<file path="src/sv/hitt_pkg.sv">
// Shared types, widths and codes for the heap-indexed tree traversal block.
`default_nettype none

package hitt_pkg;

  localparam int unsigned NODES_DEF      = 63;
  localparam int unsigned LABEL_BITS_DEF = 64;
  localparam int unsigned TREE_DEPTH_DEF = 6;

  localparam int unsigned IDX_W   = 6;
  localparam int unsigned FUNC_W  = 2;
  localparam int unsigned ORDER_W = 2;
  localparam int unsigned LABEL_W = 64;

  // Slave word: parent_index, side, label, order from the lowest bit up.
  localparam int unsigned S_PARENT_LO = 0;
  localparam int unsigned S_SIDE_LO   = S_PARENT_LO + IDX_W;
  localparam int unsigned S_LABEL_LO  = S_SIDE_LO + 1;
  localparam int unsigned S_ORDER_LO  = S_LABEL_LO + LABEL_W;
  localparam int unsigned S_USED_W    = S_ORDER_LO + ORDER_W;
  localparam int unsigned S_TDATA_W   = ((S_USED_W + 7) / 8) * 8;

  // Master word: node_label, node_index from the lowest bit up.
  localparam int unsigned M_INDEX_LO = LABEL_W;
  localparam int unsigned M_USED_W   = M_INDEX_LO + IDX_W;
  localparam int unsigned M_TDATA_W  = ((M_USED_W + 7) / 8) * 8;

  typedef enum logic [FUNC_W-1:0] {
    FUNC_ROOT  = 2'd0,
    FUNC_CHILD = 2'd1,
    FUNC_TRAV  = 2'd2,
    FUNC_NONE  = 2'd3
  } func_e;

  typedef enum logic [ORDER_W-1:0] {
    ORD_PRE  = 2'd0,
    ORD_IN   = 2'd1,
    ORD_POST = 2'd2,
    ORD_NONE = 2'd3
  } order_e;

  typedef enum logic [5:0] {
    ST_IDLE       = 6'b000001,
    ST_DOWN       = 6'b000010,
    ST_LEFT_DONE  = 6'b000100,
    ST_RIGHT_DONE = 6'b001000,
    ST_FLUSH      = 6'b010000,
    ST_EMPTY      = 6'b100000
  } state_e;

endpackage

`default_nettype wire

</file>
<file path="src/sv/hitt_ram.sv">
// Generic single-port-write, single-port-read RAM with a registered read.
`default_nettype none

module hitt_ram #(
  parameter int unsigned WIDTH = 64,
  parameter int unsigned DEPTH = 64
) (
  input  wire logic                     clk_i,
  input  wire logic                     we_i,
  input  wire logic [$clog2(DEPTH)-1:0] waddr_i,
  input  wire logic [WIDTH-1:0]         wdata_i,
  input  wire logic                     re_i,
  input  wire logic [$clog2(DEPTH)-1:0] raddr_i,
  output logic      [WIDTH-1:0]         rdata_o
);

  logic [WIDTH-1:0] mem_q [DEPTH];

  always_ff @(posedge clk_i) begin
    if (we_i) begin
      mem_q[waddr_i] <= wdata_i;
    end
    if (re_i) begin
      rdata_o <= mem_q[raddr_i];
    end
  end

endmodule

`default_nettype wire

</file>
<file path="src/sv/heap_indexed_tree_traversal.sv">
// Top level of the heap-indexed binary tree store with ordered traversal.
//
// Items arrive on the slave stream; tuser carries the function code (write
// root, write child or traverse). A write gives no word.
// A traverse walks the valid nodes from the root in preorder, inorder or
// postorder and sends one master word per visited node, the final one with
// tlast high. An empty tree gives a single word with tuser high, tlast high
// and index zero. Labels live in a synchronous RAM; valid bits are flops.
// The walker takes one step a cycle while no word it must send is held up
// and needs up to three steps per node (arriving, after the left subtree,
// after the right subtree). A word is released only once the next label
// has been read or the walk has ended, so the first word waits for the
// second label or the end of the walk and comes later in inorder or
// postorder than in preorder. Writes and walks never overlap, as no item
// is taken while a walk is in progress. Reset clears every valid bit, so
// the tree starts empty. A stalled master side holds the output word, and
// the walker halts once its read and pending labels wait behind it.
`default_nettype none

module heap_indexed_tree_traversal #(
  parameter int unsigned NODES      = hitt_pkg::NODES_DEF,
  parameter int unsigned LABEL_BITS = hitt_pkg::LABEL_BITS_DEF,
  parameter int unsigned TREE_DEPTH = hitt_pkg::TREE_DEPTH_DEF
) (
  input  wire logic                           clk_i,
  input  wire logic                           rst_ni,
  input  wire logic                           s_axis_tvalid_i,
  output logic                                s_axis_tready_o,
  // parent_index, side, label, order from the lowest bit up
  input  wire logic [hitt_pkg::S_TDATA_W-1:0] s_axis_tdata_i,
  // func
  input  wire logic [hitt_pkg::FUNC_W-1:0]    s_axis_tuser_i,
  output logic                                m_axis_tvalid_o,
  input  wire logic                           m_axis_tready_i,
  // node_label, node_index from the lowest bit up
  output logic [hitt_pkg::M_TDATA_W-1:0]      m_axis_tdata_o,
  output logic                                m_axis_tlast_o,
  // empty_res
  output logic                                m_axis_tuser_o
);

  localparam int unsigned IW      = hitt_pkg::IDX_W;
  localparam int unsigned DEPTH_C = (1 << TREE_DEPTH) - 1;
  localparam int unsigned CAP     = (NODES < DEPTH_C) ? NODES : DEPTH_C;
  localparam int unsigned AW      = $clog2(CAP + 1);

  hitt_pkg::state_e            state_q, state_d;
  logic [IW-1:0]               k_q, k_d;
  hitt_pkg::order_e            order_q, order_d;
  logic [CAP:0]                valid_q;
  logic                        rd_vld_q;
  logic [IW-1:0]               rd_idx_q;
  logic                        p_vld_q;
  logic [LABEL_BITS-1:0]       p_label_q;
  logic [IW-1:0]               p_idx_q;
  logic                        o_vld_q;
  logic [LABEL_BITS-1:0]       o_label_q;
  logic [IW-1:0]               o_idx_q;
  logic                        o_last_q;
  logic                        o_empty_q;

  hitt_pkg::func_e             in_func;
  hitt_pkg::order_e            in_order;
  logic [IW-1:0]               in_parent;
  logic                        in_side;
  logic [LABEL_BITS-1:0]       in_label;
  logic                        in_acc;
  logic [IW:0]                 child;
  logic                        child_ok;
  logic                        wr_en;
  logic [AW-1:0]               wr_addr;
  logic [IW:0]                 c_left, c_right;
  logic                        live_left, live_right, live_root;
  logic                        out_free, rd_take, flush_last, empty_go;
  logic                        emit, emit_ok, step;
  logic [LABEL_BITS-1:0]       ram_rdata;

  assign in_func   = hitt_pkg::func_e'(s_axis_tuser_i);
  assign in_parent = s_axis_tdata_i[hitt_pkg::S_PARENT_LO +: IW];
  assign in_side   = s_axis_tdata_i[hitt_pkg::S_SIDE_LO];
  assign in_label  = s_axis_tdata_i[hitt_pkg::S_LABEL_LO +: LABEL_BITS];
  assign in_order  = hitt_pkg::order_e'(s_axis_tdata_i[hitt_pkg::S_ORDER_LO +:
                                                        hitt_pkg::ORDER_W]);

  assign s_axis_tready_o = (state_q == hitt_pkg::ST_IDLE);
  assign in_acc          = s_axis_tvalid_i && s_axis_tready_o;

  assign child    = {in_parent, in_side};
  assign child_ok = (in_parent != '0) && (child <= (IW + 1)'(CAP));
  assign wr_en    = in_acc && ((in_func == hitt_pkg::FUNC_ROOT) ||
                               ((in_func == hitt_pkg::FUNC_CHILD) && child_ok));
  assign wr_addr  = (in_func == hitt_pkg::FUNC_ROOT) ? AW'(1) : child[AW-1:0];

  assign c_left     = {k_q, 1'b0};
  assign c_right    = {k_q, 1'b1};
  assign live_left  = (c_left <= (IW + 1)'(CAP)) && valid_q[c_left[AW-1:0]];
  assign live_right = (c_right <= (IW + 1)'(CAP)) && valid_q[c_right[AW-1:0]];
  assign live_root  = valid_q[1];

  assign out_free   = !o_vld_q || m_axis_tready_i;
  assign rd_take    = rd_vld_q && (!p_vld_q || out_free);
  assign flush_last = (state_q == hitt_pkg::ST_FLUSH) && !rd_vld_q && p_vld_q &&
                      out_free;
  assign empty_go   = (state_q == hitt_pkg::ST_EMPTY) && out_free;
  assign emit_ok    = !rd_vld_q || rd_take;

  always_comb begin
    case (state_q)
      hitt_pkg::ST_DOWN:       emit = (order_q == hitt_pkg::ORD_PRE);
      hitt_pkg::ST_LEFT_DONE:  emit = (order_q == hitt_pkg::ORD_IN);
      hitt_pkg::ST_RIGHT_DONE: emit = (order_q == hitt_pkg::ORD_POST);
      default:                 emit = 1'b0;
    endcase
  end

  assign step = !emit || emit_ok;

  always_comb begin
    state_d = state_q;
    k_d     = k_q;
    order_d = order_q;
    case (state_q)
      hitt_pkg::ST_IDLE: begin
        if (in_acc && (in_func == hitt_pkg::FUNC_TRAV) &&
            (in_order != hitt_pkg::ORD_NONE)) begin
          order_d = in_order;
          k_d     = IW'(1);
          state_d = live_root ? hitt_pkg::ST_DOWN : hitt_pkg::ST_EMPTY;
        end
      end
      hitt_pkg::ST_DOWN: begin
        if (step) begin
          if (live_left) begin
            k_d = c_left[IW-1:0];
          end else begin
            state_d = hitt_pkg::ST_LEFT_DONE;
          end
        end
      end
      hitt_pkg::ST_LEFT_DONE: begin
        if (step) begin
          if (live_right) begin
            k_d     = c_right[IW-1:0];
            state_d = hitt_pkg::ST_DOWN;
          end else begin
            state_d = hitt_pkg::ST_RIGHT_DONE;
          end
        end
      end
      hitt_pkg::ST_RIGHT_DONE: begin
        if (step) begin
          if (k_q == IW'(1)) begin
            state_d = hitt_pkg::ST_FLUSH;
          end else begin
            k_d     = k_q >> 1;
            state_d = k_q[0] ? hitt_pkg::ST_RIGHT_DONE : hitt_pkg::ST_LEFT_DONE;
          end
        end
      end
      hitt_pkg::ST_FLUSH: begin
        if (flush_last) begin
          state_d = hitt_pkg::ST_IDLE;
        end
      end
      hitt_pkg::ST_EMPTY: begin
        if (empty_go) begin
          state_d = hitt_pkg::ST_IDLE;
        end
      end
      default: begin
        state_d = hitt_pkg::ST_IDLE;
      end
    endcase
  end

  hitt_ram #(
    .WIDTH (LABEL_BITS),
    .DEPTH (CAP + 1)
  ) u_store (
    .clk_i   (clk_i),
    .we_i    (wr_en),
    .waddr_i (wr_addr),
    .wdata_i (in_label),
    .re_i    (emit && emit_ok),
    .raddr_i (k_q[AW-1:0]),
    .rdata_o (ram_rdata)
  );

  always_ff @(posedge clk_i or negedge rst_ni) begin
    if (!rst_ni) begin
      state_q  <= hitt_pkg::ST_IDLE;
      valid_q  <= '0;
      rd_vld_q <= 1'b0;
      p_vld_q  <= 1'b0;
      o_vld_q  <= 1'b0;
    end else begin
      state_q <= state_d;
      if (wr_en) begin
        valid_q[wr_addr] <= 1'b1;
      end
      if (emit && emit_ok) begin
        rd_vld_q <= 1'b1;
      end else if (rd_take) begin
        rd_vld_q <= 1'b0;
      end
      if (rd_take) begin
        p_vld_q <= 1'b1;
      end else if (flush_last) begin
        p_vld_q <= 1'b0;
      end
      if ((rd_take && p_vld_q) || flush_last || empty_go) begin
        o_vld_q <= 1'b1;
      end else if (m_axis_tready_i) begin
        o_vld_q <= 1'b0;
      end
    end
  end

  always_ff @(posedge clk_i) begin
    k_q     <= k_d;
    order_q <= order_d;
    if (emit && emit_ok) begin
      rd_idx_q <= k_q;
    end
    if (rd_take) begin
      p_label_q <= ram_rdata;
      p_idx_q   <= rd_idx_q;
    end
    if ((rd_take && p_vld_q) || flush_last) begin
      o_label_q <= p_label_q;
      o_idx_q   <= p_idx_q;
      o_last_q  <= flush_last;
      o_empty_q <= 1'b0;
    end else if (empty_go) begin
      o_label_q <= '0;
      o_idx_q   <= '0;
      o_last_q  <= 1'b1;
      o_empty_q <= 1'b1;
    end
  end

  assign m_axis_tvalid_o = o_vld_q;
  assign m_axis_tdata_o  = {(hitt_pkg::M_TDATA_W - hitt_pkg::M_USED_W)'(0), o_idx_q,
                            hitt_pkg::LABEL_W'(o_label_q)};
  assign m_axis_tlast_o  = o_last_q;
  assign m_axis_tuser_o  = o_empty_q;

endmodule

`default_nettype wire

</file>
<file path="config.mk">
export PLATFORM = sky130hd
export DESIGN_NAME = heap_indexed_tree_traversal
export DESIGN_NICKNAME = d
export VERILOG_FILES = /design/src/sv/hitt_pkg.sv /design/src/sv/hitt_ram.sv /design/src/sv/heap_indexed_tree_traversal.sv
export SDC_FILE = /design/constraint.sdc
export NUM_CORES = 2
export LEC_CHECK = 0
export BUFFER_PORTS_ARGS = -buffer_cell sky130_fd_sc_hd__buf_2
export CAP_MARGIN = 0
export CORE_AREA = 2 2 531 533
export CTS_CLUSTER_SIZE = 24
export DETAILED_ROUTE_END_ITERATION = 10
export DIE_AREA = 0 0 533 535
export PLACE_DENSITY_LB_ADDON = 0.05
export SYNTH_ARGS = -nofsm -noshare
export SYNTH_HDL_FRONTEND = slang
export SYNTH_SLANG_ARGS = --single-unit
export TNS_END_PERCENT = 100
</file>
<file path="constraint.sdc">
create_clock -name clk_i -period 7 [get_ports clk_i]
set_clock_uncertainty 0.1 [all_clocks]
set_input_delay 0.7 -clock clk_i [delete_from_list [all_inputs] [get_ports clk_i]]
set_output_delay 0.7 -clock clk_i [all_outputs]
set_load 0.02 [all_outputs]
</file>
# Word-level counts from Yosys, hierarchy flattened
# Memories as Yosys holds them, arrays and structs flattened. A register that Yosys moved wholly into a read port is not among the register bits.
# Index checks and enable logic that the tools add are counted.
[totals]
register_bits = 229
latch_bits = 0
mem_bits_rw = 4096
rom_bits = 0
inputBits = 86
output_inout_bits = 76
word_cells = 125
memories = 1
[mem_list]
columns = ["name", "depth", "width", "rd", "rd_clocked_by_memory_dff", "wr", "line_no", "text"]
rows = [
  ["u_store.mem_q", 64, 64, 1, 1, 1, "hitt_ram.sv:17", "logic [WIDTH-1:0] mem_q [DEPTH];"],
]
[op_classes]
addsub = 0
mul = 0
n_div = 0
magnitude_cmp = 7
eq_ne = 22
shifts = 0
mux = 42
bitwise_logic = 1
n_reduce_logical = 38
[ops]
columns = ["cell", "n"]
rows = [
  ["$mux 64", 2],
  ["$mux 6", 18],
  ["$or 64x64->64", 1],
  ["$pmux 6 s6", 1],
  ["$pmux 6 s4", 1],
  ["$le 7x6->1 const B", 3],
  ["$lt 6x7->1 const B", 3],
  ["$ne 2x2->1 const B", 10],
  ["$logic_and 1x1->1", 16],
  ["$mux 1", 13],
  ["$eq 6x1->1 const B", 2],
  ["$bmux 1 s5", 2],
  ["$mux 4", 2],
  ["$reduce_and 8->1", 1],
  ["$reduce_bool 2->1", 4],
  ["$logic_or 1x1->1", 7],
  ["$reduce_and 7->1", 1],
  ["$demux 1 s6", 1],
  ["$eq 6x2->1 const B", 1],
  ["$eq 6x3->1 const B", 1],
  ["$eq 6x4->1 const B", 1],
  ["$eq 6x5->1 const B", 1],
  ["$eq 6x6->1 const B", 1],
  ["$ge 6x1->1 const B", 1],
  ["other kinds (10)", 16],
]

# Longest topological paths before layout
[logic_depth]
depth_word = 8
mapped_depth = 12
depth_no_buf = 7

# By module
# Synthesis repeated with hierarchy kept, for this count alone.
[unflattened]
hier_cells = 7186
hier_area_um2 = 165949.2
[by_module_without_submodules]
columns = ["mod", "n_inst", "cells_per_inst", "area_each_um2", "seq_area_each_um2"]
rows = [
  ["hitt_ram", 1, 6598, 156989.3, 124919.8],
  ["heap_indexed_tree_traversal", 1, 588, 8959.8, 6502.5],
]

# Worst setup path after synthesis
# No wires, ideal clock.
[synth_path]
path_type = "input to register"
from = "in s_axis_tdata_i[2] in the netlist's numbering"
to = "mem u_store.mem_q[10][0], enable pin"
setup_ns = 0.487
t_arrival_ns = 4.827
t_required_ns = 6.413
setup_slack_ns = 1.586
path_stages = 10
n_path_buf = 4
path_cell_list = "clkbuf_1 -> or3_1 -> o311a_1 -> and4b_1 -> buf_2 -> nand2_1 -> or3_1 -> buf_2 -> buf_6 -> nor2_1"
[synth_via]
elab_chain_cells = 7
elab_cells_between_ends = 9
cone_classes = "order compare (1); mux (3); reduce/logical (5)"
[synth_rtl]
columns = ["element", "line_no", "text"]
rows = [
  ["start: declaration", "heap_indexed_tree_traversal.sv:30", "input wire logic [hitt_pkg::S_TDATA_W-1:0] s_axis_tdata_i,"],
  ["$le 7x6->1 / $reduce_bool 6->1 (equally long branches)", "heap_indexed_tree_traversal.sv:89", "assign child_ok = (in_parent != '0) && (child <= (IW + 1)'(CAP));"],
  ["$logic_and 1x1->1", "heap_indexed_tree_traversal.sv:89", ""],
  ["$logic_and 1x1->1", "heap_indexed_tree_traversal.sv:91", "((in_func == hitt_pkg::FUNC_CHILD) && child_ok));"],
  ["$logic_or 1x1->1", "heap_indexed_tree_traversal.sv:90", "assign wr_en = in_acc && ((in_func == hitt_pkg::FUNC_ROOT) ||"],
  ["$logic_and 1x1->1", "heap_indexed_tree_traversal.sv:90", ""],
  ["$mux 1", "hitt_ram.sv:20", "if (we_i) begin"],
  ["$mux 1 (implied by the code)", "hitt_ram.sv:21", "mem_q[waddr_i] <= wdata_i;"],
  ["end: declaration", "hitt_ram.sv:17", ""],
]
# Parallel ways exist; a longest one is shown, timed or not.

==> summary.txt <==
Power
  – Pwr dens: 362 nW/um^2
  – Leakage: 0.0615 uW
  – Maximum vdd drop: 0.000473 V

Clocking
  – Root Driver: clkbuf_16
  – Clk buf depth: 4
  – Num CTS Buffers: 433
  – Reg clk slew, reported paths: 70 ps
  – Htree depth: 5
  – Clk Latency, worst-skew pair: 970 ps
  – Buffer count from post-CTS setup fixing: 0
  – CTS tree: yes
  – Clock Sinks: 4,389

Detailed routing
  – Met1 wire length: 171,000 um
  – Final wirelength: 443,000 um
  – DRC violation count after routing: 0
  – Routed WL per cell: 36.8 um
  – Met2 wire len: 215,000 um
  – DRT iter0 DRCs: 10.8k
  – Met3 wire length: 42,500 um
  – DR vias: 82.0k
  – Drt first pass iters: 5
  – Post-DRT Antenna Nets: 0
  – Vias per inst: 6.80
  – Highest Signal Layer: met5

Timing
  – Max-slew violation count: 0
  – # setup viols final: 0
  – Crit path time final: 4810 ps
  – Rel. slew slack: 0.391%
  – Final Hold Viols: 0
  – Worst slew pin tran: 1460 ps
  – Unrepaired setup endpoints after global routing: false
  – Setup tns final: 0 ps
  – Period utilization: 68.6%
  – Worst setup margin: 2190 ps
  – Fmax: 0.208 GHz
  – WHS: 94.3 ps

Place
  – Pre-CTS setup slack: 2270 ps
  – Post-DP HPWL: 223,000 um
  – Number of buffers added on ports: 152
  – GPL Wtd Cong: 0.817
  – Placed cells: 11.2k

Worst setup path
  – Crit path kind: register to register
  – CP Launch Type: register
  – CP top delay family: compound AO/OA/AOI/OAI gates
  – WP buf/inv: 2
  – Most numerous cell on the critical path: buf_12
  – Crit path DAT: 5260 ps
  – Cell Chain, Critical Path: buf_12 > buf_12 > mux4_2 > nand2_1 > a21boi_0 > a2111oi_0 > o31ai_1
  – Crit-path max FO: 72
  – Slowest-stage cell, CP: a2111oi_0
  – Setup crit end kind: register
  – Max stage delay on crit path: 1010 ps
  – Required time of the critical path: 7450 ps

Floorplanning
  – Die width: 533 um
  – Ports: 162
  – Die area: 285,000 sq um
  – Floorplan die height: 535 um
  – CORE AREA: 279,000 sq um
  – FP Rows: 194
  – Initial cell density of the core: 59.8%

Synth
  – Main combinational cell family by area after synthesis: multiplexers
  – #FFs+latches synth: 4,389
  – Main synth FF type: edfxtp_1
  – Post-synthesis adder-cell area fraction: 0%
  – Synth Instances: 7,496
  – Post-synthesis mux area share: 15.3%
  – Synth top area share: 77.7%
  – Number of enable flip-flop cells after synthesis: 4,315
  – Synth Cell Area: 167,000 sq um
  – Asr flop ratio synth: 1.66%
  – Simple logic cell fraction of the synthesized area: 1.72%
  – Area leader, netlist: edfxtp_1
  – Post-synthesis xor/xnor area fraction: 0.00525%
  – Yosys warns: 0
  – Mean post-synth cell area: 22.3 sq um
  – Post-synthesis compound-gate area fraction: 2.77%
  – Sequential share of the synthesized area: 78.8%
  – Yosys cell types: 65
  – Synth top area cells: edfxtp_1 78%, mux4_2 12%, mux2i_1 2.6%

Finish
  – Final Util: 67.1%
  – Layout Cells excl Fill: 12.0k
  – Synth-to-Final Area Change: 12.2%
  – Total Nets Final: 8,035
  – Layout cell share with drive strength beyond 1: 24.8%

Global route
  – Antenna violations before repair: 33
  – Largest net degree at the start of global routing: 125
  – First-pass GRT wire length: 618,000 um
  – Grt total ovfl: 0
  – Gr usage total: 31.1%
  – Vias in the first global route: 81.7k

Min path
  – Worst Hold Class: input port to register

Status
  – Status: finished with violations
  – Failing checks: max-capacitance violations

Job
  – Max-cap violations: 1
cell usage in the layout, fill, tap and decap left out, types with 81 or more instances in the layout:
cell type | Yosys | routed
a21oi_1 | 103 | 101
buf_2 | 108 | 152
buf_4 | 75 | 151
clkbuf_1 | 167 | 97
clkbuf_16 | 0 | 443
clkinv_1 | 0 | 92
clkinv_2 | 0 | 81
edfxtp_1 | 4315 | 4315
mux2i_1 | 427 | 427
mux4_2 | 908 | 908
nand2_1 | 245 | 245
nor2_1 | 186 | 122
o221ai_1 | 121 | 121
o22ai_1 | 104 | 104
report_power, final:
part	internal [uW]	total [uW]	switching (uW)
clock	13100	22800	9700
combinational	6160	15300	9190
sequential	29400	29600	173
tightest hold or removal path, delay by kind of cell:
family	cells	cell delay, ps
buffers and inverters	1	110
AND/OR/NAND/NOR	1	190
AO/OA/AOI/OAI	1	100
synth_stat cells, types with 5 or more instances:
cell type	instances
and2_1	72
o31ai_1	22
nor2b_1	12
edfxtp_1	4315
mux4_2	908
clkbuf_1	167
o221ai_1	121
o21bai_1	7
nor2_1	186
a2111oi_0	24
a21boi_0	19
buf_6	38
a21oi_1	103
a211oi_1	25
mux2i_1	427
a221o_1	13
o32ai_1	13
nand2_1	245
buf_2	108
buf_4	75
nor3_1	14
or2_2	23
mux2_2	74
nand3_1	8
o21ai_0	58
o22ai_1	104
buf_1	33
a211o_1	37
or2_1	33
inv_1	7
a221oi_1	62
dfrtp_1	72
o211ai_1	5
nand4b_1	6
cells by family (layout without fill, tap and decap cells):
group	count (synthesis)	in the layout
and+or+nand+nor	627	627
other	1	84
DFF	4389	4389
muxes	1409	1409
AOI/OAI and AO/OA	638	638
xor gates and xnor gates	1	1
buffers and inverters	431	1174
stage by stage:
step | area (sq um) | total power, uW
after floorplan | 167000 | 40300
after global placement | 173000 | 45400
after detailed placement | 173000 | 45500
after CTS | 187000 | 68100
after global routing | 187000 | 69800
final | 187000 | 67700
state kept, by name (all words and copies together), names as in the netlist:
| signal | flops |
|---|---|
| u_store.mem_q | 4096 |
| p_label_q | 64 |
| rd_idx_q | 6 |
| valid_q | 64 |
| rd_vld_q | 1 |
| m_axis_tlast_o | 1 |
| o_label_q | 64 |
| order_q | 2 |
| m_axis_tuser_o | 1 |
| k_q | 6 |
| p_idx_q | 6 |
| m_axis_tvalid_o | 1 |
| o_idx_q | 6 |
| p_vld_q | 1 |
| u_store.rdata_o | 64 |
| state_q | 6 |
per-layer routing:
layer  vias up  GRT usage, %
li1      32500             -
met1     44200          44.6
met2      4480          49.7
met3       724          5.34
met4        14          10.2
met5         -             0
timing repair:
action,4_1_cts,5_1_grt
resized for setup,0,0
hold buffers,3,0
endpoints found under the hold margin,74,0
path summary, 6_finish.rpt:
check	from	to	slack [ps]	cells past startpoint
max reg2reg	k_q[0]$_DFFE_PP_	u_store.rdata_o[19]$_DFFE_PP_	2190	7
min reg2reg	u_store.rdata_o[22]$_DFFE_PP_	p_label_q[22]$_DFFE_PP_	300	0
min in group asynchronous	rst_ni	valid_q[32]$_DFFE_PN0P_	380	2
min	m_axis_tready_i	state_q[5]$_DFFE_PN0P_	90	3
max	k_q[0]$_DFFE_PP_	u_store.rdata_o[19]$_DFFE_PP_	2190	7
max in group asynchronous	rst_ni	valid_q[23]$_DFFE_PN0P_	5780	2
layout make-up:
| type | count | area [sq um] |
|---|---|---|
| Antenna cell | 18 | 45.0 |
| Clock buffer | 546 | 11500 |
| Clock inverter | 244 | 2320 |
| Fill cell | 17700 | 91700 |
| Inverter | 8 | 40.0 |
| Multi-Input combinational cell | 2741 | 33800 |
| Sequential cell | 4389 | 131000 |
| Tap cell | 3724 | 4660 |
| Timing Repair Buffer | 376 | 3330 |
Power figures use the tool's default switching activity.
